**config.mk**
```make
export PLATFORM = sky130hd
export DESIGN_NAME = mips_subset_instruction_decoder
export DESIGN_NICKNAME = d
export VERILOG_FILES = /design/src/mdec_pkg.sv /design/src/mdec_in_stage.sv /design/src/mdec_decode.sv /design/src/mdec_out_stage.sv /design/src/mips_subset_instruction_decoder.sv
export SDC_FILE = /design/constraint.sdc
export NUM_CORES = 1
export LEC_CHECK = 0
export CAP_MARGIN = 20
export CORE_ASPECT_RATIO = 0.7
export CORE_MARGIN = 4
export CORE_UTILIZATION = 63
export CTS_CLUSTER_SIZE = 40
export DETAILED_ROUTE_END_ITERATION = 16
export DONT_BUFFER_PORTS = 1
export PLACE_DENSITY = 0.79
export SLEW_MARGIN = 5
export SYNTH_ARGS = -nofsm -noshare
export SYNTH_HDL_FRONTEND = slang
export SYNTH_SLANG_ARGS = --single-unit
```
**constraint.sdc**
```tcl
create_clock -name clk -period 3.7 [get_ports clk]
set_input_delay 1.11 -clock clk [delete_from_list [all_inputs] [get_ports clk]]
set_output_delay 1.11 -clock clk [all_outputs]
set_load 0.01 [all_outputs]
```
**src/mdec_pkg.sv**
```systemverilog
package mdec_pkg;

    // operation codes reported in op_kind
    localparam logic [4:0] OP_UNKNOWN = 5'd0;
    localparam logic [4:0] OP_NOP     = 5'd1;
    localparam logic [4:0] OP_BREAK   = 5'd2;
    localparam logic [4:0] OP_JR      = 5'd3;
    localparam logic [4:0] OP_ADD     = 5'd4;
    localparam logic [4:0] OP_SUB     = 5'd5;
    localparam logic [4:0] OP_SLL     = 5'd6;
    localparam logic [4:0] OP_SRL     = 5'd7;
    localparam logic [4:0] OP_SRA     = 5'd8;
    localparam logic [4:0] OP_MUL     = 5'd9;
    localparam logic [4:0] OP_J       = 5'd10;
    localparam logic [4:0] OP_LW      = 5'd11;
    localparam logic [4:0] OP_SW      = 5'd12;
    localparam logic [4:0] OP_BEQ     = 5'd13;
    localparam logic [4:0] OP_BLTZ    = 5'd14;
    localparam logic [4:0] OP_BGTZ    = 5'd15;
    localparam logic [4:0] OP_ADDI    = 5'd16;
    localparam logic [4:0] OP_SUBI    = 5'd17;
    localparam logic [4:0] OP_MULI    = 5'd18;
    localparam logic [4:0] OP_ANDI    = 5'd19;
    localparam logic [4:0] OP_NORI    = 5'd20;
    localparam logic [4:0] OP_SLTI    = 5'd21;

    // primary opcodes
    localparam logic [5:0] OPC_SPECIAL  = 6'b000000;
    localparam logic [5:0] OPC_REGIMM   = 6'b000001;
    localparam logic [5:0] OPC_J        = 6'b000010;
    localparam logic [5:0] OPC_BEQ      = 6'b000100;
    localparam logic [5:0] OPC_BGTZ     = 6'b000111;
    localparam logic [5:0] OPC_SPECIAL2 = 6'b011100;
    localparam logic [5:0] OPC_LW       = 6'b100011;
    localparam logic [5:0] OPC_SW       = 6'b101011;
    localparam logic [5:0] OPC_ADDI     = 6'b110000;
    localparam logic [5:0] OPC_SUBI     = 6'b110001;
    localparam logic [5:0] OPC_MULI     = 6'b100001;
    localparam logic [5:0] OPC_ANDI     = 6'b110010;
    localparam logic [5:0] OPC_NORI     = 6'b110011;
    localparam logic [5:0] OPC_SLTI     = 6'b110101;

    // function codes and fixed low fields
    localparam logic [5:0]  FN_SLL   = 6'b000000;
    localparam logic [5:0]  FN_SRL   = 6'b000010;
    localparam logic [5:0]  FN_SRA   = 6'b000011;
    localparam logic [5:0]  FN_JR    = 6'b001000;
    localparam logic [5:0]  FN_BREAK = 6'b001101;
    localparam logic [10:0] LOW_ADD  = 11'b00000100000;
    localparam logic [10:0] LOW_SUB  = 11'b00000100010;
    localparam logic [10:0] LOW_MUL  = 11'b00000000010;

    typedef struct packed {
        logic        matched;
        logic [4:0]  op_kind;
        logic        immediate_form;
        logic [4:0]  src_reg;
        logic [4:0]  tgt_reg;
        logic [4:0]  dst_reg;
        logic [4:0]  shift_amount;
        logic [15:0] imm_value;
        logic [17:0] mem_or_branch_offset;
        logic [27:0] jump_target;
        logic        is_break;
    } decode_t;

endpackage

```
**src/mdec_in_stage.sv**
```systemverilog
module mdec_in_stage
(
    input  logic        clk,
    input  logic        rst_n,
    input  logic        in_valid,
    output logic        in_ready,
    input  logic [31:0] in_word,
    output logic        out_valid,
    input  logic        out_ready,
    output logic [31:0] out_word
);

    logic        valid_reg;
    logic        valid_next;
    logic [31:0] word_reg;

    // stage frees up when empty or when its request moves on
    assign in_ready   = !valid_reg || out_ready;
    assign valid_next = in_ready ? in_valid : valid_reg;

    always_ff @(posedge clk or negedge rst_n)
    begin
        if (!rst_n)
        begin
            valid_reg <= 1'b0;
        end
        else
        begin
            valid_reg <= valid_next;
        end
    end

    always_ff @(posedge clk)
    begin
        if (in_valid && in_ready)
        begin
            word_reg <= in_word;
        end
    end

    assign out_valid = valid_reg;
    assign out_word  = word_reg;

endmodule

```
**src/mdec_decode.sv**
```systemverilog
module mdec_decode
(
    input  logic [31:0]     word,
    output mdec_pkg::decode_t dec
);

    logic [5:0]  opc;
    logic [4:0]  rs;
    logic [4:0]  rt;
    logic [4:0]  rd;
    logic [4:0]  sa;
    logic [5:0]  fn;
    logic [10:0] low11;
    logic [15:0] imm;
    logic [4:0]  imm_kind;

    assign opc   = word[31:26];
    assign rs    = word[25:21];
    assign rt    = word[20:16];
    assign rd    = word[15:11];
    assign sa    = word[10:6];
    assign fn    = word[5:0];
    assign low11 = word[10:0];
    assign imm   = word[15:0];

    always_comb
    begin
        case (opc)
            mdec_pkg::OPC_ADDI: imm_kind = mdec_pkg::OP_ADDI;
            mdec_pkg::OPC_SUBI: imm_kind = mdec_pkg::OP_SUBI;
            mdec_pkg::OPC_MULI: imm_kind = mdec_pkg::OP_MULI;
            mdec_pkg::OPC_ANDI: imm_kind = mdec_pkg::OP_ANDI;
            mdec_pkg::OPC_NORI: imm_kind = mdec_pkg::OP_NORI;
            mdec_pkg::OPC_SLTI: imm_kind = mdec_pkg::OP_SLTI;
            default:            imm_kind = mdec_pkg::OP_UNKNOWN;
        endcase
    end

    // first match wins, unused fields stay zero
    always_comb
    begin
        dec = '0;
        if (imm_kind != mdec_pkg::OP_UNKNOWN)
        begin
            dec.matched        = 1'b1;
            dec.op_kind        = imm_kind;
            dec.immediate_form = 1'b1;
            dec.src_reg        = rs;
            dec.tgt_reg        = rt;
            dec.imm_value      = imm;
        end
        else if (word == 32'd0)
        begin
            dec.matched = 1'b1;
            dec.op_kind = mdec_pkg::OP_NOP;
        end
        else if (opc == mdec_pkg::OPC_SPECIAL && fn == mdec_pkg::FN_BREAK)
        begin
            dec.matched  = 1'b1;
            dec.op_kind  = mdec_pkg::OP_BREAK;
            dec.is_break = 1'b1;
        end
        else if (opc == mdec_pkg::OPC_SPECIAL && word[20:11] == 10'd0
                 && fn == mdec_pkg::FN_JR)
        begin
            dec.matched = 1'b1;
            dec.op_kind = mdec_pkg::OP_JR;
            dec.src_reg = rs;
        end
        else if (opc == mdec_pkg::OPC_SPECIAL
                 && (low11 == mdec_pkg::LOW_ADD || low11 == mdec_pkg::LOW_SUB))
        begin
            dec.matched = 1'b1;
            dec.op_kind = (low11 == mdec_pkg::LOW_ADD) ? mdec_pkg::OP_ADD
                                                       : mdec_pkg::OP_SUB;
            dec.src_reg = rs;
            dec.tgt_reg = rt;
            dec.dst_reg = rd;
        end
        else if (opc == mdec_pkg::OPC_SPECIAL && rs == 5'd0
                 && (fn == mdec_pkg::FN_SLL || fn == mdec_pkg::FN_SRL
                     || fn == mdec_pkg::FN_SRA))
        begin
            dec.matched      = 1'b1;
            dec.op_kind      = (fn == mdec_pkg::FN_SLL) ? mdec_pkg::OP_SLL
                             : (fn == mdec_pkg::FN_SRL) ? mdec_pkg::OP_SRL
                                                        : mdec_pkg::OP_SRA;
            dec.tgt_reg      = rt;
            dec.dst_reg      = rd;
            dec.shift_amount = sa;
        end
        else if (opc == mdec_pkg::OPC_J)
        begin
            dec.matched     = 1'b1;
            dec.op_kind     = mdec_pkg::OP_J;
            dec.jump_target = {word[25:0], 2'b00};
        end
        else if (opc == mdec_pkg::OPC_LW || opc == mdec_pkg::OPC_SW)
        begin
            dec.matched              = 1'b1;
            dec.op_kind              = (opc == mdec_pkg::OPC_LW) ? mdec_pkg::OP_LW
                                                                 : mdec_pkg::OP_SW;
            dec.src_reg              = rs;
            dec.tgt_reg              = rt;
            dec.mem_or_branch_offset = {2'b00, imm};
        end
        else if (opc == mdec_pkg::OPC_BEQ)
        begin
            dec.matched              = 1'b1;
            dec.op_kind              = mdec_pkg::OP_BEQ;
            dec.src_reg              = rs;
            dec.tgt_reg              = rt;
            dec.mem_or_branch_offset = {imm, 2'b00};
        end
        else if (rt == 5'd0
                 && (opc == mdec_pkg::OPC_REGIMM || opc == mdec_pkg::OPC_BGTZ))
        begin
            dec.matched              = 1'b1;
            dec.op_kind              = (opc == mdec_pkg::OPC_REGIMM) ? mdec_pkg::OP_BLTZ
                                                                     : mdec_pkg::OP_BGTZ;
            dec.src_reg              = rs;
            dec.mem_or_branch_offset = {imm, 2'b00};
        end
        else if (opc == mdec_pkg::OPC_SPECIAL2 && low11 == mdec_pkg::LOW_MUL)
        begin
            dec.matched = 1'b1;
            dec.op_kind = mdec_pkg::OP_MUL;
            dec.src_reg = rs;
            dec.tgt_reg = rt;
            dec.dst_reg = rd;
        end
    end

endmodule

```
**src/mdec_out_stage.sv**
```systemverilog
module mdec_out_stage
(
    input  logic              clk,
    input  logic              rst_n,
    input  logic              in_valid,
    output logic              in_ready,
    input  mdec_pkg::decode_t in_dec,
    output logic              out_valid,
    input  logic              out_ready,
    output mdec_pkg::decode_t out_dec
);

    logic              valid_reg;
    logic              valid_next;
    mdec_pkg::decode_t dec_reg;

    // result waits here while the output side stalls, and then the input side stalls too
    assign in_ready   = !valid_reg || out_ready;
    assign valid_next = in_ready ? in_valid : valid_reg;

    always_ff @(posedge clk or negedge rst_n)
    begin
        if (!rst_n)
        begin
            valid_reg <= 1'b0;
        end
        else
        begin
            valid_reg <= valid_next;
        end
    end

    always_ff @(posedge clk)
    begin
        if (in_valid && in_ready)
        begin
            dec_reg <= in_dec;
        end
    end

    assign out_valid = valid_reg;
    assign out_dec   = dec_reg;

endmodule

```
**src/mips_subset_instruction_decoder.sv**
```systemverilog
// path: an accepted request passes the word register, then the result register, to the master side
// throughput: one instruction word per cycle unless m_axis_tready stalls it,
// set by the single decode stage between the word and result registers
// reset: rst_n is asynchronous, active low, and empties both stages; no
// request is held or produced during reset
module mips_subset_instruction_decoder
(
    input  logic        clk,
    input  logic        rst_n,

    input  logic        s_axis_tvalid,
    output logic        s_axis_tready,
    input  logic [31:0] s_axis_tdata,   // instr_word

    output logic        m_axis_tvalid,
    input  logic        m_axis_tready,
    // from bit 0: src_reg, tgt_reg, dst_reg, shift_amount, imm_value,
    // mem_or_branch_offset, jump_target, zero pad
    output logic [87:0] m_axis_tdata,
    // from bit 0: matched, op_kind, immediate_form, is_break
    output logic [7:0]  m_axis_tuser
);

    // word register -> decode logic
    logic              word_valid;
    logic              word_ready;
    logic [31:0]       word;

    // decode logic -> result register
    mdec_pkg::decode_t dec;
    mdec_pkg::decode_t res;

    // input register holds one word; it drains as soon as the result
    // register can take the decoded request
    mdec_in_stage u_in_stage
    (
        .clk       (clk),
        .rst_n     (rst_n),
        .in_valid  (s_axis_tvalid),
        .in_ready  (s_axis_tready),
        .in_word   (s_axis_tdata),
        .out_valid (word_valid),
        .out_ready (word_ready),
        .out_word  (word)
    );

    // priority decode: immediate ops, special, jump/load/store/branch, special2
    mdec_decode u_decode
    (
        .word (word),
        .dec  (dec)
    );

    // result register toward the master side
    mdec_out_stage u_out_stage
    (
        .clk       (clk),
        .rst_n     (rst_n),
        .in_valid  (word_valid),
        .in_ready  (word_ready),
        .in_dec    (dec),
        .out_valid (m_axis_tvalid),
        .out_ready (m_axis_tready),
        .out_dec   (res)
    );

    // pack the result fields onto the bus
    assign m_axis_tdata = {6'd0,
                           res.jump_target,
                           res.mem_or_branch_offset,
                           res.imm_value,
                           res.shift_amount,
                           res.dst_reg,
                           res.tgt_reg,
                           res.src_reg};

    assign m_axis_tuser = {res.is_break,
                           res.immediate_form,
                           res.op_kind,
                           res.matched};

    // an unknown word yields an all-zero result
    assert property (@(posedge clk) disable iff (!rst_n)
        (m_axis_tvalid && !res.matched) |-> (m_axis_tdata == 88'd0 && m_axis_tuser == 8'd0))
        else $error("unknown word with nonzero fields");

    // break flag only with the break code
    assert property (@(posedge clk) disable iff (!rst_n)
        (m_axis_tvalid && res.is_break) |-> (res.op_kind == mdec_pkg::OP_BREAK))
        else $error("break flag on wrong op code");

    // immediate form exactly for the category-2 codes
    assert property (@(posedge clk) disable iff (!rst_n)
        m_axis_tvalid |-> (res.immediate_form == (res.op_kind >= mdec_pkg::OP_ADDI)))
        else $error("immediate form flag mismatch");

    // an accepted request always lands in the word register
    assert property (@(posedge clk) disable iff (!rst_n)
        (s_axis_tvalid && s_axis_tready) |=> word_valid)
        else $error("accepted request lost");

endmodule
```
# Word-level counts from Yosys, hierarchy flattened
# Index checks and enable logic that the tools add are counted.
# Widths: inputs -> output; s select.
[totals]
output_inout_bits = 98
elab_cells = 120
ff_bits = 124
input_bits = 36
[op_classes]
bitwise_logic = 2
n_reduce_logical = 34
n_eq_ne = 20
muxes = 48
[ops]
columns = ["op", "n"]
rows = [
  ["$mux 15", 8],
  ["$mux 10", 9],
  ["$mux 5", 18],
  ["$eq 6x6->1 const B", 8],
  ["$mux 20", 2],
  ["$mux 18", 2],
  ["$logic_not 32->1", 1],
  ["$pmux 5 s6", 1],
  ["$eq 11x6->1 const B", 2],
  ["$eq 6x2->1 const B", 3],
  ["$mux 16", 1],
  ["$reduce_or 7->1", 2],
  ["$eq 6x3->1 const B", 2],
  ["$eq 6x4->1 const B", 2],
  ["$logic_not 6->1", 2],
  ["$reduce_or 6->1", 2],
  ["$eq 11x2->1 const B", 1],
  ["$logic_and 1x1->1", 10],
  ["$logic_not 10->1", 1],
  ["$logic_not 5->1", 2],
  ["$reduce_or 10->1", 1],
  ["$reduce_or 8->1", 1],
  ["$logic_or 1x1->1", 7],
  ["$eq 6x1->1 const B", 1],
  ["10 further kinds", 15],
]

# Depth between registers and ports, before layout
# Gate-level depths: netlist (run 1).
[depth]
word_depth = 21
depth_mapped = 7
mapped_depth_nobuf = 6

# By module
# Synthesis (run 1) repeated with hierarchy kept, for this count alone.
[hier_totals]
hier_cells = 340
hier_area_um2 = 5114.9
[by_module_without_submodules]
columns = ["module", "area_each_um2", "instances", "seq_area_each_um2", "cells_each"]
rows = [
  ["mdec_out_stage", 2756.4, 1, 2727.6, 94],
  ["mdec_decode", 1295.0, 1, 0.0, 203],
  ["mdec_in_stage", 1014.7, 1, 985.9, 36],
  ["mips_subset_instruction_decoder", 48.8, 1, 0.0, 7],
]

# Least setup slack after synthesis (run 1)
# No wires, ideal clock.
[synth_timing]
path_type = "in2reg"
from = "in m_axis_tready"
to = "reg u_out_stage.dec_reg, in the netlist u_out_stage.out_dec[0], enable pin"
setup_time_ns = 0.456
setup_slack_ns = -0.020
n_path_buf = 0
required_time_ns = 3.244
cell_stages = 2
arrival_ns = 3.264
cell_sequence = "nand2b_1 and2_1"
[synth_between]
elab_chain_cells = 2
[synth_rtl]
columns = ["element", "line_no", "text"]
rows = [
  ["from (decl)", "mips_subset_instruction_decoder.sv:16", "input logic m_axis_tready,"],
  ["$logic_or 1x1->1", "mdec_out_stage.sv:18", "assign in_ready = !valid_reg || out_ready;"],
  ["$logic_and 1x1->1", "mdec_out_stage.sv:35", "if (in_valid && in_ready)"],
  ["to (signal assigned)", "mdec_out_stage.sv:37", "dec_reg <= in_dec;"],
  ["to (decl)", "mdec_out_stage.sv:15", "mdec_pkg::decode_t dec_reg;"],
]
# Every way passes these cells.
# A chain may end at the register's enable or synchronous reset.

==> results of run 1 <==
[registers in the layout, indices dropped and copies added, names as in the netlist]
register,flops
u_out_stage.out_dec,88
u_in_stage.out_word,32
u_in_stage.out_valid,1
u_out_stage.out_valid,1
[power groups by stage]
stage          Combinational (mW)  Clock (mW)  Sequential (mW)
6_report                    0.132        1.68             1.74
5_1_grt                     0.145        1.76             1.75
4_1_cts                     0.132        1.69             1.74
3_5_place_dp                0.132           0             1.76
3_3_place_gp                0.128           0             1.76
2_1_floorplan               0.111           0             1.73
[cell type report]
cell class / instances / area (sq um) / area share (%)
clock buffer: 18 / 429 / 7.43
clock inverter: 14 / 179 / 3.10
inverter: 3 / 11.3 / 0.195
multi-input combinational: 195 / 1330 / 23.0
sequential: 122 / 3650 / 63.2
tap: 101 / 126 / 2.19
timing repair buffer: 5 / 50.0 / 0.866
[worst max-delay path by stage]
stage,startpoint,cells after the start,endpoint,slack (ps)
6_report,u_in_stage.out_word[31],5,u_out_stage.out_dec[75],1180
2_1_floorplan,m_axis_tready,2,u_out_stage.out_dec[0],940
3_3_place_gp,m_axis_tready,1,s_axis_tready,1260
4_1_cts,m_axis_tready,1,s_axis_tready,1260
5_1_grt,u_in_stage.out_word[30],5,u_out_stage.out_dec[76],1050
3_5_place_dp,m_axis_tready,1,s_axis_tready,1260
[critical path: stages (launching register included)]
cell and delay, ps:
edfxtp_1 570, or4_4 630, nor2_2 340, a21boi_1 370, o21ai_1 190, a21boi_0 230
[cell usage after synthesis, drive strengths merged (8+ instances only)]
library cell | count | area [sq um]
edfxtp | 120 | 3600
and2 | 37 | 233
nor2 | 10 | 40.0
a22o | 14 | 123
nor4 | 8 | 92.6
buf | 15 | 114
and3 | 24 | 150
nand2 | 8 | 30.0
nand2b | 10 | 62.6
clkbuf | 8 | 30.0
nor2b | 8 | 50.1
[stage by stage]
step | hold WS (ps) | util (%)
after floorplan | 449 | -
after global placement | 480 | 65.7
after detailed placement | 502 | 65.7
after CTS | 379 | 73.4
after global routing | 371 | 73.4
final | 394 | 73.4
[per-layer routing]
metal  part of all wire (%)  global-route usage, %
met1                     40                   31.9
met2                     46                   32.8
met3                     13                   9.98
met4                    1.3                   7.25
met5                      0                      0
[logic make-up (layout without fill, tap and decap cells)]
kind of cell / count (synthesis) / count (layout)
other cells: 1 / 8
simple gates: 139 / 139
xor+xnor: 3 / 3
buf+inv: 26 / 40
flops: 122 / 122
compound gates: 45 / 45
==> flow_metrics.env, run 1 <==
export IMPL_drtIter0Drc=388
export IMPL_nets=380
export IMPL_yosys_most_used_dff="edfxtp_1"
export IMPL_clkSlewWorstSetupHoldPaths_ps=50
export IMPL_initial_core_util_pct=64.8
export IMPL_ctsHoldBuffers=0
export IMPL_status="completed"
export IMPL_track_usage_pct=23.0
export IMPL_placed_cells=426
export IMPL_gp_congestion=0.964
export IMPL_slew_violations=0
export IMPL_num_rows=27
export IMPL_max_freq_mhz=396
export IMPL_clockBufferDepth=2
export IMPL_critPathMaxFanout=12
export IMPL_postCtsResizedCells=0
export IMPL_final_cell_count_no_fill=458
export IMPL_fin_skew_ps=10.4
export IMPL_period_needed_ps=2520
export IMPL_synth_xor_area_share_pct=0.515
export IMPL_r2r_cells=5
export IMPL_antenna_found_initial=0
export IMPL_grt_pass1_wl_um=16100
export IMPL_pwr_density_cell_nw_per_um2=613
export IMPL_cts_sinks=122
export IMPL_io_buffers=0
export IMPL_grt_overflow_total=0
export IMPL_detail_route_wl_per_cell_um=23.4
export IMPL_fin_crit_sh_pct=68.2
export IMPL_ant_nets=0
export IMPL_sequentialPowerShare_pct=49.0
export IMPL_postSynthAreaPerCell_sq_um=15.2
export IMPL_tns_ps=0
export IMPL_yosys_cell_types_count=57
export IMPL_synth_seq_cells=122
export IMPL_crit_arrival_ps=2760
export IMPL_dieArea_sq_um=9620
export IMPL_synth_mux_area_fraction_pct=0
export IMPL_coreArea_sq_um=7870
export IMPL_finalPower_mw=3.54
export IMPL_synthAdderAreaFrac_pct=0
export IMPL_synthArstFlopShare_pct=1.64
export IMPL_nFillCells=466
export IMPL_ys_warn_count=0
export IMPL_wl_um=10700
export IMPL_drive_gt1_share_pct=14.3
export IMPL_pre_cts_ws_ps=1260
export IMPL_cts_buffers=17
export IMPL_r2r_slack_ps=1180
export IMPL_finalHoldViolCount=0
export IMPL_start_kind="register"
export IMPL_worstReg2RegEnd="u_out_stage.out_dec[75]"
export IMPL_viasPerCell=6.45
export IMPL_ys_seq_area_share_pct=71.7
export IMPL_vias=2954
export IMPL_pin_count=134
export IMPL_synth_edf_count=120
export IMPL_remaining_drc_errors=0
export IMPL_final_common_cell="edfxtp_1"
export IMPL_critical_path_class="register to register"
export IMPL_layout_common_cells="120 x edfxtp_1, 34 x and2_1, 24 x and3_1"
export IMPL_die_w_um=116
export IMPL_synth_top_family_by_area="simple AND/OR/NAND/NOR gates"
export IMPL_grt_max_degree=55
export IMPL_dpl_hpwl_um=7250
export IMPL_clockPowerShare_pct=47.3
export IMPL_place_area_sq_um=5170
export IMPL_maxCapViolCount=0
export IMPL_yosys_area_share_simple_pct=17.7
export IMPL_switchingPower_uw=758
export IMPL_die_y_um=83.3
export IMPL_endpoint_kind="register"
export IMPL_p_int_mw=2.79
export IMPL_cts_root_buf="clkbuf_16"
export IMPL_p_comb_share_pct=3.7
export IMPL_clk_latency_ps=410
export IMPL_setup_viol=0
export IMPL_switching_share_pct=21.4
export IMPL_ir_worst_vdd_uv=598
export IMPL_tightest_slew_ps=805
export IMPL_required_ps=3940
export IMPL_cts_tree="yes"
export IMPL_min_path_type="primary input to async pin"
export IMPL_grt_pass1_vias=2772
export IMPL_rsz0062_at_grt="no"
export IMPL_cts_setup_buffers=0
export IMPL_worst_slack_ps=1180
export IMPL_netlist_area_sq_um=5100
export IMPL_syn_inst=336
export IMPL_relSlewSlack_pct=46.3
export IMPL_area_growth_synth_to_final_pct=13.3
export IMPL_r2r_start="u_in_stage.out_word[31]"
export IMPL_antenna_cells=0
export IMPL_stdcell_area_sq_um=5780
export IMPL_cts_max_level=4
export IMPL_cellLeakagePower_nw=2.12
export IMPL_drtPass1Iterations=5
export IMPL_synth_compound_area_share_pct=7.02
(Power assumes the default switching activity.)
==> run 2: changes to the inputs <==
==> constraint.sdc (replaced) <==
create_clock -name clk -period 2.6 [get_ports clk]
set_input_delay 0.78 -clock clk [delete_from_list [all_inputs] [get_ports clk]]
set_output_delay 0.78 -clock clk [all_outputs]
set_load 0.01 [all_outputs]
==> run 2 against run 1 <==
  * Final cell count up 1.1%
  * Critical path depth unchanged
  * Worst setup slack worse by 970 ps
  * Sequential cell count unchanged
  * Sequential share of layout area up 0.43 points
  * Register-to-register slack worse by 970 ps
==> flow_metrics.env, run 2 (synthesis results as in run 1) <==
export IMPL_fin_crit_sh_pct=92.1
export IMPL_utilization_pct=72.9
export IMPL_cts_tree="yes"
export IMPL_grt_max_degree=89
export IMPL_cp_startpoint="u_in_stage.out_word[30]"
export IMPL_fin_skew_ps=7.85
export IMPL_largest_reg_flops=88
export IMPL_ir_worst_vdd_uv=918
export IMPL_nets=387
export IMPL_layout_common_cells="120 x edfxtp_1, 34 x and2_1, 24 x and3_1"
export IMPL_drtIter0Drc=287
export IMPL_rsz0062_at_grt="no"
export IMPL_status="completed"
export IMPL_die_y_um=83.3
export IMPL_min_path_type="primary input to async pin"
export IMPL_cts_buffers=17
export IMPL_drive_gt1_share_pct=15.5
export IMPL_cts_setup_buffers=0
export IMPL_clkSlewWorstSetupHoldPaths_ps=50
export IMPL_vias=2922
export IMPL_gp_congestion=0.985
export IMPL_grt_pass1_vias=2799
export IMPL_viasPerCell=6.31
export IMPL_final_common_cell="edfxtp_1"
export IMPL_critical_path_class="register to register"
export IMPL_track_usage_pct=23.3
export IMPL_r2r_cells=5
export IMPL_coreArea_sq_um=7870
export IMPL_cellLeakagePower_nw=2.11
export IMPL_max_freq_mhz=418
export IMPL_cts_sinks=122
export IMPL_finalHoldViolCount=0
export IMPL_period_needed_ps=2390
export IMPL_initial_core_util_pct=64.8
export IMPL_tightest_slew_ps=737
export IMPL_endpoint_kind="register"
export IMPL_tns_ps=0
export IMPL_worstReg2RegEnd="u_out_stage.out_dec[73]"
export IMPL_remaining_drc_errors=0
export IMPL_clockBufferDepth=2
export IMPL_required_ps=2740
export IMPL_num_rows=27
export IMPL_r2r_slack_ps=210
export IMPL_antenna_found_initial=0
export IMPL_detail_route_wl_per_cell_um=23.2
export IMPL_pwr_density_cell_nw_per_um2=822
export IMPL_wl_um=10700
export IMPL_cts_max_level=4
export IMPL_dpl_hpwl_um=7160
export IMPL_ant_nets=0
export IMPL_dieArea_sq_um=9620
export IMPL_io_buffers=0
export IMPL_die_w_um=116
export IMPL_drtPass1Iterations=5
export IMPL_area_growth_synth_to_final_pct=12.6
export IMPL_postCtsResizedCells=0
export IMPL_relSlewSlack_pct=50.8
export IMPL_setup_viol=0
export IMPL_cts_root_buf="clkbuf_16"
export IMPL_slew_violations=0
export IMPL_grt_pass1_wl_um=16400
export IMPL_clk_latency_ps=410
export IMPL_grt_overflow_total=0
export IMPL_start_kind="register"
export IMPL_pin_count=134
export IMPL_critPathMaxFanout=14
export IMPL_antenna_cells=0
export IMPL_r2r_start="u_in_stage.out_word[30]"
export IMPL_maxCapViolCount=0
export IMPL_crit_arrival_ps=2540
export IMPL_ctsHoldBuffers=0
## run 2: changes by cell type in the layout (fill, tap and decap cells not counted)
cell | previous run | this run
buf_4 | 4 | 11
bufinv_16 | 4 | 1
clkinv_4 | 3 | 0
clkbuf_1 | 1 | 3
clkinv_1 | 4 | 2
clkinv_2 | 2 | 4
clkinvlp_4 | 1 | 3
## run 2: cell type report
class | count | area (sq um)
fill | 464 | 2130
clock buffer | 20 | 437
sequential | 122 | 3650
tap | 101 | 126
multi-input combinational | 195 | 1330
inverter | 3 | 11.3
clock inverter | 10 | 80.1
timing repair buffer | 12 | 103
## run 2: worst max-delay path, stage by stage (launching register included)
cell and delay [ps]:
edfxtp_1 580, or4_4 630, nor4_2 430, a31oi_1 100, o21ai_1 240, a21boi_0 150
## run 2: layer usage
layer / vias to the layer above / global-route usage [%] / wire (um)
met1: 1419 / 32.2 / 4380
li1: 1303 / - / -
met4: 0 / 8.32 / 122
met3: 11 / 9.91 / 1280
met2: 189 / 33.3 / 4940
met5: - / 0 / 0
## run 2: stage by stage
step | power, mW | setup slack, ps | cell area [sq um] | std cells | hold slack (ps)
5_1_grt | 4.90 | 119 | 5740 | 463 | 44.6
6_report | 4.72 | 205 | 5740 | 463 | 60.7
3_5_place_dp | 2.70 | 247 | 5220 | 433 | 484
3_3_place_gp | 2.69 | 275 | 5220 | 432 | 478
4_1_cts | 4.75 | 219 | 5740 | 463 | 52.0
2_1_floorplan | 2.62 | 174 | 5130 | 343 | 449
## run 2: worst max-delay path by stage
stage,endpoint,depth (start not counted)
after floorplan,u_out_stage.out_dec[0],2
after global placement,u_out_stage.out_dec[74],5
after detailed placement,u_out_stage.out_dec[73],5
after CTS,u_out_stage.out_dec[74],5
after global routing,u_out_stage.out_dec[75],5
final,u_out_stage.out_dec[73],5
## run 2: power by group
part           internal [mW]  switching (mW)  leakage (nW)  total [mW]
clock                   1.28           0.770         0.246        2.05
sequential              2.32           0.142          1.22        2.47
combinational         0.0606           0.140         0.647       0.201
total                   3.67            1.05          2.11        4.72
